File: config.mk
export PLATFORM = sky130hd
export DESIGN_NAME = time_slot_phase_scheduler_flat
export DESIGN_NICKNAME = d
export VERILOG_FILES = /design/src/hdl/tssp_pkg.sv /design/src/hdl/tssp_if.sv /design/src/hdl/tssp_div.sv /design/src/hdl/tssp_cmp.sv /design/src/hdl/time_slot_phase_scheduler.sv /design/src/flat_wrapper.sv
export SDC_FILE = /design/constraint.sdc
export NUM_CORES = 1
export LEC_CHECK = 0
export BUFFER_PORTS_ARGS = -buffer_cell sky130_fd_sc_hd__buf_2
export CAP_MARGIN = 20
export CELL_PAD_IN_SITES_DETAIL_PLACEMENT = 1
export CELL_PAD_IN_SITES_GLOBAL_PLACEMENT = 1
export CORE_MARGIN = 2
export CORE_UTILIZATION = 54
export DETAILED_ROUTE_END_ITERATION = 8
export GPL_ROUTABILITY_DRIVEN = 0
export GPL_TIMING_DRIVEN = 0
export HOLD_SLACK_MARGIN = 0.15
export MAX_ROUTING_LAYER = met4
export PLACE_DENSITY_LB_ADDON = 0.1
export SYNTH_ARGS = -nofsm -noshare
export SYNTH_HDL_FRONTEND = slang
export SYNTH_SLANG_ARGS = --single-unit
File: constraint.sdc
create_clock -name clk -period 12.4 [get_ports clk]
set_input_delay 1.86 -clock clk [delete_from_list [all_inputs] [get_ports clk]]
set_output_delay 1.86 -clock clk [all_outputs]
set_load 0.01 [all_outputs]
File: src/hdl/tssp_pkg.sv
package tssp_pkg;

	localparam int DAY_W      = 27;
	localparam int STAMP_W    = 48;
	localparam int TIME_W     = 16;
	localparam int SKEW_W     = 17;
	localparam int COUNT_W    = 3;
	localparam int SLOT_W     = 2;
	localparam int SLOTS      = 4;
	localparam int MAX_SLOTS  = 4;
	localparam int ROUND_W    = TIME_W + 2;
	localparam int SUM_W      = DAY_W + 2;
	localparam int CFG_IDX_W  = 3;
	localparam int CFG_DATA_W = SKEW_W;
	localparam int DIGIT_W    = 2;
	localparam int DIGITS     = STAMP_W / DIGIT_W;

	localparam logic [SUM_W-1:0] DAY_MS = SUM_W'(86400000);

	localparam logic [CFG_IDX_W-1:0] CFG_SLOT_COUNT  = 3'd0;
	localparam logic [CFG_IDX_W-1:0] CFG_SLOT_ZERO   = 3'd1;
	localparam logic [CFG_IDX_W-1:0] CFG_SLOT_ONE    = 3'd2;
	localparam logic [CFG_IDX_W-1:0] CFG_SLOT_TWO    = 3'd3;
	localparam logic [CFG_IDX_W-1:0] CFG_SLOT_THREE  = 3'd4;
	localparam logic [CFG_IDX_W-1:0] CFG_ALIGN_IVL   = 3'd5;
	localparam logic [CFG_IDX_W-1:0] CFG_CLOCK_SKEW  = 3'd6;

	typedef logic [TIME_W-1:0]  ms_t;
	typedef logic [SLOT_W-1:0]  slot_t;
	typedef logic [DAY_W-1:0]   day_t;
	typedef logic [STAMP_W-1:0] stamp_t;
	typedef logic [ROUND_W-1:0] round_t;

	typedef struct packed {
		logic div_busy;
		logic cmp_busy;
	} unit_stat_t;

endpackage

File: src/hdl/tssp_if.sv
interface tssp_in_if;
	import tssp_pkg::*;
	logic   valid;
	logic   ready;
	day_t   day_time_ms;
	stamp_t stamp_ms;
	modport source (output valid, output day_time_ms, output stamp_ms, input ready);
	modport sink   (input valid, input day_time_ms, input stamp_ms, output ready);
endinterface

interface tssp_out_if;
	import tssp_pkg::*;
	logic  valid;
	logic  ready;
	slot_t slot_index;
	ms_t   slot_length_ms;
	logic  realigned;
	logic  slot_changed;
	slot_t previous_slot;
	logic  first_slot_reached;
	logic  idle;
	modport source (output valid, output slot_index, output slot_length_ms, output realigned,
		output slot_changed, output previous_slot, output first_slot_reached, output idle,
		input ready);
	modport sink   (input valid, input slot_index, input slot_length_ms, input realigned,
		input slot_changed, input previous_slot, input first_slot_reached, input idle,
		output ready);
endinterface

File: src/hdl/tssp_div.sv
module tssp_div (
	input  logic                    clk,
	input  logic                    arst_n,
	input  logic                    start,
	input  tssp_pkg::day_t          dividend,
	input  tssp_pkg::round_t        divisor,
	output tssp_pkg::round_t        remainder,
	output logic                    busy
);
	import tssp_pkg::*;

	localparam int CNT_W = $clog2(DAY_W);

	logic             busy_q;
	logic [CNT_W-1:0] cnt_q;
	round_t           rem_q;
	day_t             dvd_q;
	round_t           dvs_q;
	logic [ROUND_W:0] trial;
	logic [ROUND_W:0] diff;

	assign trial = {rem_q, dvd_q[DAY_W-1]};
	assign diff  = trial - {1'b0, dvs_q};

	always_ff @(posedge clk or negedge arst_n) begin
		if (!arst_n) begin
			busy_q <= 1'b0;
			cnt_q  <= '0;
		end else if (start) begin
			busy_q <= 1'b1;
			cnt_q  <= '0;
		end else if (busy_q) begin
			cnt_q <= cnt_q + 1'b1;
			if (cnt_q == CNT_W'(DAY_W - 1)) begin
				busy_q <= 1'b0;
			end
		end
	end

	always_ff @(posedge clk) begin
		if (start) begin
			rem_q <= '0;
			dvd_q <= dividend;
			dvs_q <= divisor;
		end else if (busy_q) begin
			dvd_q <= {dvd_q[DAY_W-2:0], 1'b0};
			if (trial >= {1'b0, dvs_q}) begin
				rem_q <= diff[ROUND_W-1:0];
			end else begin
				rem_q <= trial[ROUND_W-1:0];
			end
		end
	end

	assign remainder = rem_q;
	assign busy      = busy_q;

endmodule

File: src/hdl/tssp_cmp.sv
module tssp_cmp (
	input  logic             clk,
	input  logic             arst_n,
	input  logic             load,
	input  tssp_pkg::stamp_t stamp,
	input  logic             start,
	input  tssp_pkg::ms_t    interval,
	input  logic             commit,
	output logic             elapsed,
	output logic             busy
);
	import tssp_pkg::*;

	localparam int CNT_W = $clog2(DIGITS);

	logic             busy_q;
	logic [CNT_W-1:0] cnt_q;
	stamp_t           stamp_q;
	stamp_t           last_q;
	ms_t              ivl_q;
	logic             bor_q;
	logic             gt_q;
	logic             bor_d;
	logic             gt_d;

	always_comb begin
		logic a;
		logic b;
		logic d;
		logic i;
		bor_d = bor_q;
		gt_d  = gt_q;
		for (int k = 0; k < DIGIT_W; k++) begin
			a     = stamp_q[k];
			b     = last_q[k];
			i     = ivl_q[k];
			d     = a ^ b ^ bor_d;
			bor_d = (~a & b) | (~(a ^ b) & bor_d);
			gt_d  = (d & ~i) | (~(d ^ i) & gt_d);
		end
	end

	always_ff @(posedge clk or negedge arst_n) begin
		if (!arst_n) begin
			busy_q <= 1'b0;
			cnt_q  <= '0;
			last_q <= '0;
		end else if (start) begin
			busy_q <= 1'b1;
			cnt_q  <= '0;
		end else if (busy_q) begin
			cnt_q  <= cnt_q + 1'b1;
			last_q <= {last_q[DIGIT_W-1:0], last_q[STAMP_W-1:DIGIT_W]};
			if (cnt_q == CNT_W'(DIGITS - 1)) begin
				busy_q <= 1'b0;
			end
		end else if (commit) begin
			last_q <= stamp_q;
		end
	end

	always_ff @(posedge clk) begin
		if (load) begin
			stamp_q <= stamp;
		end else if (busy_q) begin
			stamp_q <= {stamp_q[DIGIT_W-1:0], stamp_q[STAMP_W-1:DIGIT_W]};
		end
		if (start) begin
			ivl_q <= interval;
			bor_q <= 1'b0;
			gt_q  <= 1'b0;
		end else if (busy_q) begin
			ivl_q <= {DIGIT_W'(0), ivl_q[TIME_W-1:DIGIT_W]};
			bor_q <= bor_d;
			gt_q  <= gt_d;
		end
	end

	assign elapsed = gt_q;
	assign busy    = busy_q;

endmodule

File: src/hdl/time_slot_phase_scheduler.sv
// Round-robin time-division slot scheduler.
// in_ch takes one phase-end beat (time of day, free-running ms stamp); out_ch
// gives one result beat per input beat: next slot, its length and the marks.
// cfg_we/cfg_index/cfg_data write the seven registers in list order; write them
// only while no beat is in flight.
// Each result comes from the 27-step bit-serial remainder of the day time by the
// round length, then a slot search. The 48-bit stamp difference is compared two
// bits a cycle alongside the remainder. With no slots configured the beat goes
// straight from idle to the final state.
// One beat is worked on at a time; in_ch.ready rises again at the edge that
// loads the result into the output register, so a new beat is taken while an
// earlier result waits.
// Stall: a result held by a low out_ch.ready blocks only the next result; the
// next beat still computes and then waits in its final state.
// Reset: registers return to count 0, durations 100, interval 1000, skew 0;
// current slot 0 and the first beat with slots configured always realigns.
module time_slot_phase_scheduler (
	input  logic                        clk,
	input  logic                        arst_n,
	tssp_in_if.sink                     in_ch,
	tssp_out_if.source                  out_ch,
	input  logic                        cfg_we,
	input  logic [tssp_pkg::CFG_IDX_W-1:0]  cfg_index,
	input  logic [tssp_pkg::CFG_DATA_W-1:0] cfg_data
);
	import tssp_pkg::*;

	localparam logic [2:0] S_IDLE  = 3'd0;
	localparam logic [2:0] S_WRAP  = 3'd1;
	localparam logic [2:0] S_START = 3'd2;
	localparam logic [2:0] S_RUN   = 3'd3;
	localparam logic [2:0] S_SRCH  = 3'd4;
	localparam logic [2:0] S_DONE  = 3'd5;

	logic [2:0]         state_q;
	logic [COUNT_W-1:0] count_q;
	ms_t                time_q [SLOTS];
	ms_t                ivl_q;
	logic [SKEW_W-1:0]  skew_q;

	slot_t              cur_q;
	logic               never_q;
	logic               empty_q;
	logic [SUM_W-1:0]   sum_q;
	day_t               t_q;
	round_t             round_q;
	round_t             into_q;
	round_t             cumul_q;
	slot_t              found_q;

	logic               ovalid_q;
	slot_t              oslot_q;
	ms_t                olen_q;
	logic               oalign_q;
	logic               ochg_q;
	slot_t              oprev_q;
	logic               ofirst_q;
	logic               oidle_q;

	logic [COUNT_W-1:0] n_eff;
	logic               accept;
	logic               unit_start;
	logic               out_free;
	logic               align;
	logic               commit;
	slot_t              nxt;
	slot_t              new_slot;
	ms_t                new_len;
	logic [COUNT_W-1:0] step;
	logic [SUM_W-1:0]   t_wide;
	round_t             round_d;
	round_t             rem;
	round_t             cumul_next;
	slot_t              found_next;
	logic               elapsed;
	unit_stat_t         stat;

	assign n_eff      = (count_q > COUNT_W'(MAX_SLOTS)) ? COUNT_W'(MAX_SLOTS) : count_q;
	assign accept     = in_ch.valid && in_ch.ready;
	assign in_ch.ready = (state_q == S_IDLE);
	assign unit_start = (state_q == S_START);
	assign out_free   = !ovalid_q || out_ch.ready;
	assign align      = never_q || elapsed;
	assign commit     = (state_q == S_DONE) && out_free && !empty_q && align;

	always_ff @(posedge clk or negedge arst_n) begin
		if (!arst_n) begin
			count_q <= '0;
			for (int k = 0; k < SLOTS; k++) begin
				time_q[k] <= TIME_W'(100);
			end
			ivl_q  <= TIME_W'(1000);
			skew_q <= '0;
		end else if (cfg_we) begin
			unique case (cfg_index)
				CFG_SLOT_COUNT: count_q   <= cfg_data[COUNT_W-1:0];
				CFG_SLOT_ZERO:  time_q[0] <= cfg_data[TIME_W-1:0];
				CFG_SLOT_ONE:   time_q[1] <= cfg_data[TIME_W-1:0];
				CFG_SLOT_TWO:   time_q[2] <= cfg_data[TIME_W-1:0];
				CFG_SLOT_THREE: time_q[3] <= cfg_data[TIME_W-1:0];
				CFG_ALIGN_IVL:  ivl_q     <= cfg_data[TIME_W-1:0];
				CFG_CLOCK_SKEW: skew_q    <= cfg_data;
				default: ;
			endcase
		end
	end

	// wrap into one day and sum the round
	always_comb begin
		if (sum_q[SUM_W-1]) begin
			t_wide = sum_q + DAY_MS;
		end else if (sum_q >= DAY_MS) begin
			t_wide = sum_q - DAY_MS;
		end else begin
			t_wide = sum_q;
		end
		round_d = '0;
		for (int k = 0; k < SLOTS; k++) begin
			if (COUNT_W'(k) < n_eff) begin
				round_d = round_d + {2'b00, time_q[k]};
			end
		end
	end

	assign step       = {1'b0, found_q} + 1'b1;
	assign found_next = step[SLOT_W-1:0];
	assign cumul_next = cumul_q + {2'b00, time_q[found_next]};

	always_comb begin
		logic [COUNT_W-1:0] inc;
		inc = {1'b0, cur_q} + 1'b1;
		nxt = (inc >= n_eff) ? '0 : inc[SLOT_W-1:0];
		if (align) begin
			new_slot = found_q;
			new_len  = (cumul_q >= into_q) ? TIME_W'(cumul_q - into_q) : '0;
		end else begin
			new_slot = nxt;
			new_len  = time_q[nxt];
		end
	end

	tssp_div u_div (
		.clk       (clk),
		.arst_n    (arst_n),
		.start     (unit_start),
		.dividend  (t_q),
		.divisor   (round_q),
		.remainder (rem),
		.busy      (stat.div_busy)
	);

	tssp_cmp u_cmp (
		.clk      (clk),
		.arst_n   (arst_n),
		.load     (accept),
		.stamp    (in_ch.stamp_ms),
		.start    (unit_start),
		.interval (ivl_q),
		.commit   (commit),
		.elapsed  (elapsed),
		.busy     (stat.cmp_busy)
	);

	always_ff @(posedge clk or negedge arst_n) begin
		if (!arst_n) begin
			state_q  <= S_IDLE;
			cur_q    <= '0;
			never_q  <= 1'b1;
			ovalid_q <= 1'b0;
		end else begin
			if (state_q == S_DONE && out_free) begin
				ovalid_q <= 1'b1;
			end else if (out_ch.ready) begin
				ovalid_q <= 1'b0;
			end
			unique case (state_q)
				S_IDLE: begin
					if (accept) begin
						state_q <= (n_eff == '0) ? S_DONE : S_WRAP;
					end
				end
				S_WRAP:  state_q <= S_START;
				S_START: state_q <= S_RUN;
				S_RUN: begin
					if (!stat.div_busy && !stat.cmp_busy) begin
						state_q <= S_SRCH;
					end
				end
				S_SRCH: begin
					if (!(step < n_eff && cumul_q < into_q)) begin
						state_q <= S_DONE;
					end
				end
				S_DONE: begin
					if (out_free) begin
						state_q  <= S_IDLE;
						if (empty_q) begin
							cur_q <= '0;
						end else begin
							cur_q <= new_slot;
							if (align) begin
								never_q <= 1'b0;
							end
						end
					end
				end
				default: state_q <= S_IDLE;
			endcase
		end
	end

	always_ff @(posedge clk) begin
		if (accept) begin
			empty_q <= (n_eff == '0);
			sum_q   <= {2'b00, in_ch.day_time_ms}
				+ {{(SUM_W - SKEW_W){skew_q[SKEW_W-1]}}, skew_q};
		end
		if (state_q == S_WRAP) begin
			t_q     <= t_wide[DAY_W-1:0];
			round_q <= round_d;
		end
		if (state_q == S_RUN) begin
			into_q  <= (round_q == '0) ? '0 : rem;
			found_q <= '0;
			cumul_q <= {2'b00, time_q[0]};
		end
		if (state_q == S_SRCH && step < n_eff && cumul_q < into_q) begin
			found_q <= found_next;
			cumul_q <= cumul_next;
		end
		if (state_q == S_DONE && out_free) begin
			oprev_q <= cur_q;
			if (empty_q) begin
				oslot_q  <= '0;
				olen_q   <= '0;
				oalign_q <= 1'b0;
				ochg_q   <= 1'b0;
				ofirst_q <= 1'b0;
				oidle_q  <= 1'b1;
			end else begin
				oslot_q  <= new_slot;
				olen_q   <= new_len;
				oalign_q <= align;
				ochg_q   <= (new_slot != cur_q);
				ofirst_q <= (new_slot != cur_q) && (new_slot == '0);
				oidle_q  <= 1'b0;
			end
		end
	end

	assign out_ch.valid              = ovalid_q;
	assign out_ch.slot_index         = oslot_q;
	assign out_ch.slot_length_ms     = olen_q;
	assign out_ch.realigned          = oalign_q;
	assign out_ch.slot_changed       = ochg_q;
	assign out_ch.previous_slot      = oprev_q;
	assign out_ch.first_slot_reached = ofirst_q;
	assign out_ch.idle               = oidle_q;

endmodule

File: src/flat_wrapper.sv
// flat-port wrapper written by rule: the top's interface ports become plain ports
module time_slot_phase_scheduler_flat import tssp_pkg::*;
  (clk, arst_n, cfg_we, cfg_index, cfg_data, in_ch_valid, in_ch_day_time_ms, in_ch_stamp_ms, in_ch_ready, out_ch_valid, out_ch_slot_index, out_ch_slot_length_ms, out_ch_realigned, out_ch_slot_changed, out_ch_previous_slot, out_ch_first_slot_reached, out_ch_idle, out_ch_ready);
  tssp_in_if in_ch_i ();
  tssp_out_if out_ch_i ();
  input  logic clk;
  input  logic arst_n;
  input  logic cfg_we;
  input  logic [tssp_pkg::CFG_IDX_W-1:0] cfg_index;
  input  logic [tssp_pkg::CFG_DATA_W-1:0] cfg_data;
  input wire logic [$bits(in_ch_i.valid)-1:0] in_ch_valid;
  input wire logic [$bits(in_ch_i.day_time_ms)-1:0] in_ch_day_time_ms;
  input wire logic [$bits(in_ch_i.stamp_ms)-1:0] in_ch_stamp_ms;
  output wire logic [$bits(in_ch_i.ready)-1:0] in_ch_ready;
  output wire logic [$bits(out_ch_i.valid)-1:0] out_ch_valid;
  output wire logic [$bits(out_ch_i.slot_index)-1:0] out_ch_slot_index;
  output wire logic [$bits(out_ch_i.slot_length_ms)-1:0] out_ch_slot_length_ms;
  output wire logic [$bits(out_ch_i.realigned)-1:0] out_ch_realigned;
  output wire logic [$bits(out_ch_i.slot_changed)-1:0] out_ch_slot_changed;
  output wire logic [$bits(out_ch_i.previous_slot)-1:0] out_ch_previous_slot;
  output wire logic [$bits(out_ch_i.first_slot_reached)-1:0] out_ch_first_slot_reached;
  output wire logic [$bits(out_ch_i.idle)-1:0] out_ch_idle;
  input wire logic [$bits(out_ch_i.ready)-1:0] out_ch_ready;
  assign in_ch_i.valid = in_ch_valid;
  assign in_ch_i.day_time_ms = in_ch_day_time_ms;
  assign in_ch_i.stamp_ms = in_ch_stamp_ms;
  assign in_ch_ready = in_ch_i.ready;
  assign out_ch_valid = out_ch_i.valid;
  assign out_ch_slot_index = out_ch_i.slot_index;
  assign out_ch_slot_length_ms = out_ch_i.slot_length_ms;
  assign out_ch_realigned = out_ch_i.realigned;
  assign out_ch_slot_changed = out_ch_i.slot_changed;
  assign out_ch_previous_slot = out_ch_i.previous_slot;
  assign out_ch_first_slot_reached = out_ch_i.first_slot_reached;
  assign out_ch_idle = out_ch_i.idle;
  assign out_ch_i.ready = out_ch_ready;
  time_slot_phase_scheduler u_core (.clk(clk), .arst_n(arst_n), .in_ch(in_ch_i), .out_ch(out_ch_i), .cfg_we(cfg_we), .cfg_index(cfg_index), .cfg_data(cfg_data));
endmodule
## Yosys cells after proc, flatten, opt, wreduce, memory -nomap -nowiden

Index checks and enable logic that the tools add are counted.

- Input bits: 100
- Output and inout bits: 26
- Bits in registers: 433
- Word-level logic and storage cells: 198

- Muxes and demuxes: 50
- Add/sub/neg operators: 13
- Bitwise gates (word level): 30
- Reductions and logical operators: 37
- Eq/ne operators: 18
- Order comparisons: 13

Operator list:

| cell | number |
|---|---|
| $mux W48 | 4 |
| $mux W16 | 9 |
| $mux W18 | 6 |
| $mux W27 | 4 |
| $bmux W16 S2 | 2 |
| $add A18 B16 Y18 | 3 |
| $add A28 B17 Y29 | 1 |
| $ge A29 B27 Y1 const B | 1 |
| $add A27 B27 Y27 const B | 1 |
| $sub A27 B27 Y27 const B | 1 |
| $mux W5 | 4 |
| $ge A19 B18 Y1 | 1 |
| $ge A18 B18 Y1 | 1 |
| $logic_not A18 Y1 | 1 |
| $lt A18 B18 Y1 | 1 |
| $mux W3 | 6 |
| $pmux W3 S6 | 1 |
| $reduce_and A2 Y1 | 9 |
| $sub A18 B18 Y18 | 1 |
| $add A16 B16 Y17 | 1 |
| $sub A16 B16 Y16 | 1 |
| $eq A3 B3 Y1 const B | 5 |
| $eq A3 B2 Y1 const B | 4 |
| $reduce_bool A2 Y1 | 6 |
| other kinds (26) | 87 |

## Depth between registers and ports, before layout

- Depth after elaboration: 10
- Depth in mapped cells: 33
- Gate-level depth less buffers: 31

## Modules after synthesis

A second synthesis with hierarchy kept.

- Cell total of the unflattened synthesis: 2305
- Area, all modules: 25594.5 sq um

By module, submodules not included:

| module | instances | cells each | sequential area each (sq um) | area an instance (sq um) |
|---|---|---|---|---|
| time_slot_phase_scheduler | 1 | 1558 | 6815.3 | 16395.7 |
| tssp_cmp | 1 | 391 | 3313.2 | 5363.9 |
| tssp_div | 1 | 356 | 1861.8 | 3834.9 |

## Worst setup path after synthesis

No wires, ideal clock.

- Kind: flip-flop to flip-flop
- Start point: reg u_core.count_q[1]
- End point: reg u_core.round_q[17] (data pin)
- Buffers on the path: 3
- Library setup time: 0.271 ns
- Stages on the path, launching flop included: 30
- Slack: 6.132 ns
- Period minus slack after synthesis: 6.268 ns
- Data arrival time: 5.997 ns
- Required time: 12.129 ns
- Path through: dfrtp_1 -> buf_6 -> or3_1 -> buf_6 -> clkbuf_1 -> and2_1 -> ha_1 -> fa_1 -> nor4_1 -> o22ai_1 -> a21oi_2 -> a21oi_2 -> xnor2_1 -> nor2_1 -> xnor2_1 -> ha_1 -> or3_1 -> o31ai_2 -> nor3_1 -> a2111oi_0 -> xnor2_1 -> nand2_1 -> o311ai_1 -> ha_1 -> nand4_1 -> o21ai_1 -> nor4_1 -> or4_1 -> nor2_1 -> o311ai_1

- Word-level cells in the longest chain between the ends: 10
- Elaborated cells between the ends (all ways): 13
- Those cells by class: add/sub: 3; order compare: 5; mux: 5

RTL lines:

| what | line | source |
|---|---|---|
| start: declaration | time_slot_phase_scheduler.sv:36 | `logic [COUNT_W-1:0] count_q;` |
| start signal: assignment | time_slot_phase_scheduler.sv:96 | `CFG_SLOT_COUNT: count_q <= cfg_data[COUNT_W-1:0];` |
| $gt A3 B3 Y1 | time_slot_phase_scheduler.sv:78 | `assign n_eff = (count_q > COUNT_W'(MAX_SLOTS)) ? COUNT_W'(MAX_SLOTS) : count_q;` |
| $mux W3 (*) | time_slot_phase_scheduler.sv:78 |  |
| $lt A1 B3 Y1 | time_slot_phase_scheduler.sv:119 | `if (COUNT_W'(k) < n_eff) begin` |
| $mux W16 | time_slot_phase_scheduler.sv:119 |  |
| $add A16 B16 Y17 | time_slot_phase_scheduler.sv:120 | `round_d = round_d + {2'b00, time_q[k]};` |
| $mux W18 | time_slot_phase_scheduler.sv:119 |  |
| $add A18 B16 Y18 | time_slot_phase_scheduler.sv:120 |  |
| $mux W18 | time_slot_phase_scheduler.sv:119 |  |
| $add A18 B16 Y18 | time_slot_phase_scheduler.sv:120 |  |
| $mux W18 (*) | time_slot_phase_scheduler.sv:119 |  |
| net u_core.round_d[17] | time_slot_phase_scheduler.sv:71 | `round_t round_d;` |
| end signal: assignment | time_slot_phase_scheduler.sv:220 | `round_q <= round_d;` |
| end: declaration | time_slot_phase_scheduler.sv:46 | `round_t round_q;` |

Mark *: on every way through the listed nets, which the timed path passes. The rest lies on a longest branch.
A chain may end at the register's enable or synchronous reset.

## Worst setup path after layout

- Start point: reg u_core.count_q[2]
- End point: reg u_core.round_q[17] (data pin)

Same word-level chain as after synthesis.

==> flow_metrics.py <==
metrics = {
    "status": {
        "status": "finished clean",
    },
    "floorplanning": {
        "die_w_um": 221,
        "core_area_sq_um": 46500,
        "row_count": 79,
        "dieArea_sq_um": 48600,
        "die_y_um": 221,
        "start_util": 0.545,
        "io_pins": 126,
    },
    "critical_path": {
        "worst-path-buf-inv": 2,
        "cp_max_fo": 10,
        "crit_path_end_kind": "flip-flop",
        "crit_start": "u_core.count_q[2]",
        "critical_path_arrival_ns": 8.16,
        "crit_path_start_kind": "flip-flop",
        "max_stage_delay_ns": 0.72,
        "reg2reg_from": "u_core.count_q[2]",
        "cp_top_family": "compound AO/OA/AOI/OAI gates",
        "critPathKind": "reg -> reg",
        "worst_ep_required_time_ns": 12.69,
        "cp_slowest_cell": "o311ai_1",
    },
    "route": {
        "postRouteAntennaNets": 0,
        "post_drt_wl_per_cell_um": 24.9,
        "drc_errors": 0,
        "drt_first_pass_iters": 5,
        "wl_met1_um": 32600,
        "met3_length_um": 4940,
        "drt_iter0_markers": 1330,
        "wl_met2_um": 38600,
        "maxUsedRoutingLayer": "met4",
        "num_vias": 19900,
        "finalWirelength_um": 79300,
        "avgViaCountPerCell": 6.26,
    },
    "synthesis": {
        "synth_area_sq_um": 25300,
        "async_reset_ff_frac": 0.386,
        "ys_seq_area_frac": 0.474,
        "yosysTopAreaCell": "edfxtp_1",
        "yosysTopAreaCellShare": 0.292,
        "synth_nets": 2597,
        "synth_flop_cell": "edfxtp_1",
        "syn_avg_cell_area_sq_um": 10.8,
        "synth_edf_count": 246,
        "synth_seq_cells": 433,
        "ys_types": 88,
        "syn-instance-count": 2348,
        "synth.area.top_cells": "edfxtp_1 (29%), dfrtp_1 (15%), mux2_2 (7.0%)",
        "ys_warn_count": 0,
    },
    "place": {
        "dpl_cell_area_sq_um": 26900,
        "io_buffers": 123,
        "dp_hpwl_um": 58200,
    },
    "hold_path": {
        "min_from": "u_core.round_q[9]",
        "worstHoldPathType": "reg -> reg",
    },
    "final_layout": {
        "drive_above_1_share": 0.171,
        "fin_nets": 2781,
        "nFillCells": 4946,
        "fin_area_sq_um": 28500,
        "syn_to_final_growth_pct": 12.7,
    },
    "timing": {
        "period_share": 0.635,
        "fin_crit_ns": 7.88,
        "hold_viol_final": 0,
        "skew_ns": 0.0248,
        "rsz0062_at_grt": "false",
        "setup_tns_ns": 0,
        "fmaxAchievable_mhz": 127,
        "drv_slew": 0,
        "slew_headroom": 0.325,
        "worstMarginPinSlew_ns": 1.01,
        "finalSetupViolCount": 0,
    },
    "global_route": {
        "antenna_found_initial": 6,
        "grt.overflow.total": 0,
        "gr-usage-all-layers": 0.338,
        "grt_pass1_wl_um": 121000,
        "first_global_vias": 21100,
        "grt_max_degree": 88,
    },
    "clock_tree": {
        "ctsHoldBuffers": 0,
        "postCtsSetupBuffers": 0,
        "clock_sinks": 433,
        "post_cts_resized": 0,
        "numCtsBuffers": 47,
        "clock_path_buffers": 3,
        "cts_tree": "done",
        "clk_pin_slew_ns": 0.07,
        "clk_latency_ns": 0.61,
        "root_buffer": "clkbuf_16",
        "htreeDepth": 2,
    },
    "power_and_ir_drop": {
        "total_power_uw": 8450,
        "p_leak_uw": 0.0121,
        "powerDensity_nw_per_um2": 296,
        "vdd_ir_drop_max_v": 0.000194,
    },
    "run": {
        "maxCapViolCount": 0,
    },
}
-- per-stage QoR --
step / worst slack (ns) / hold WS (ns) / instances / utilization
after global placement: 4.89 / 0.427 / 3078 / 0.575
after CTS: 4.64 / 0.451 / 3176 / 0.613
final: 4.52 / 0.456 / 3181 / 0.614
after floorplan: 6.13 / 0.417 / 2348 / -
after global routing: 4.08 / 0.476 / 3181 / 0.614
after detailed placement: 4.67 / 0.426 / 3089 / 0.579
-- sequential cells by signal (all words and copies together), names as in the netlist, 17 cells and up --
signal / cells
u_core.sum_q: 29
u_core.u_div.dvs_q: 18
u_core.u_cmp.stamp_q: 48
u_core.skew_q: 17
u_core.u_cmp.last_q: 48
u_core.into_q: 18
u_core.round_q: 18
u_core.time_q: 64
u_core.cumul_q: 18
u_core.u_div.remainder: 18
u_core.u_div.dvd_q: 27
u_core.t_q: 27
-- routing by layer --
layer,vias up,GRT usage
met3,180,0.0491
met2,699,0.562
met1,10000,0.419
met5,-,-
li1,8996,-
met4,0,0.128
-- placed cells by master, fill, tap and decap left out, drive strengths merged, types with 16 or more instances in the layout --
cell,netlist,layout
a21o,48,48
xor2,38,38
and2,36,36
o21a,30,30
mux2,170,170
dfxtp,20,20
a31oi,21,21
nand4,17,17
nor2b,29,29
nand3,30,30
ha,140,140
nand2b,22,22
a211oi,34,34
mux2i,71,71
nor2,169,169
clkinv,1,17
xnor2,82,82
nand2,213,213
nor3,45,45
mux4,16,16
o22ai,19,19
a21oi,165,165
dfrtp,148,148
or3,19,19
buf,18,153
clkbuf,78,138
dfstp,19,19
o21ai,102,102
edfxtp,246,246
o221ai,16,16
and3,19,19
inv,105,106
-- worst paths after layout --
check | end | slack (ns) | cells past startpoint
setup / recovery | u_core.round_q[17] | 4.52 | 29
hold / removal | u_core.u_div.dvs_q[9] | 0.46 | 0
setup reg to reg | u_core.round_q[17] | 4.52 | 29
hold reg to reg | u_core.u_div.dvs_q[9] | 0.46 | 0
max in group asynchronous | u_core.time_q[54] | 10.28 | 2
min in group asynchronous | u_core.skew_q[11] | 1.22 | 1
-- power breakdown --
| part | switching [uW] | internal, uW | total, uW | leakage (uW) |
|---|---|---|---|---|
| sequential | 373 | 2200 | 2570 | 0.00451 |
| clock | 625 | 854 | 1480 | 0.000777 |
| combinational | 2640 | 1760 | 4400 | 0.00676 |
| total | 3640 | 4820 | 8450 | 0.0121 |
-- cell families after synthesis --
| family | after synthesis | share of synthesized area |
|---|---|---|
| fa+ha+maj | 151 | 0.0771 |
| xor+xnor | 120 | 0.0418 |
| simple gates | 644 | 0.120 |
| mux | 257 | 0.118 |
| compound gates | 541 | 0.139 |
| buf+inv | 202 | 0.0311 |
| flops | 433 | 0.474 |
-- worst reg2reg max path: cells and delay by family (launching register included) --
family                   cells  cell delay [ns]
XOR/XNOR                     3             0.51
AND/OR/NAND/NOR             11             2.16
flip-flops                   1             0.45
adder cells (fa/ha/maj)      4             1.41
buffers and inverters        2             0.44
AO/OA/AOI/OAI                9             2.59
-- layout make-up --
class / count / area (sq um) / share of cell area
Multi-Input combinational cell: 1713 / 12500 / 0.440
Sequential cell: 433 / 12000 / 0.420
Clock buffer: 60 / 1310 / 0.0458
Timing Repair Buffer: 135 / 817 / 0.0286
Tap cell: 607 / 759 / 0.0266
Inverter: 106 / 403 / 0.0141
Buffer: 96 / 387 / 0.0136
Clock inverter: 27 / 309 / 0.0108
Antenna cell: 4 / 10.0 / 0.000351
-- cells in the mapped netlist (all sizes together), types with 20 or more instances --
master	number
a211oi	34
a21o	48
a21oi	165
a31oi	21
and2	36
clkbuf	78
dfrtp	148
dfxtp	20
edfxtp	246
ha	140
inv	105
mux2	170
mux2i	71
nand2	213
nand2b	22
nand3	30
nor2	169
nor2b	29
nor3	45
o21a	30
o21ai	102
xnor2	82
xor2	38
(Power assumes the default switching activity.)
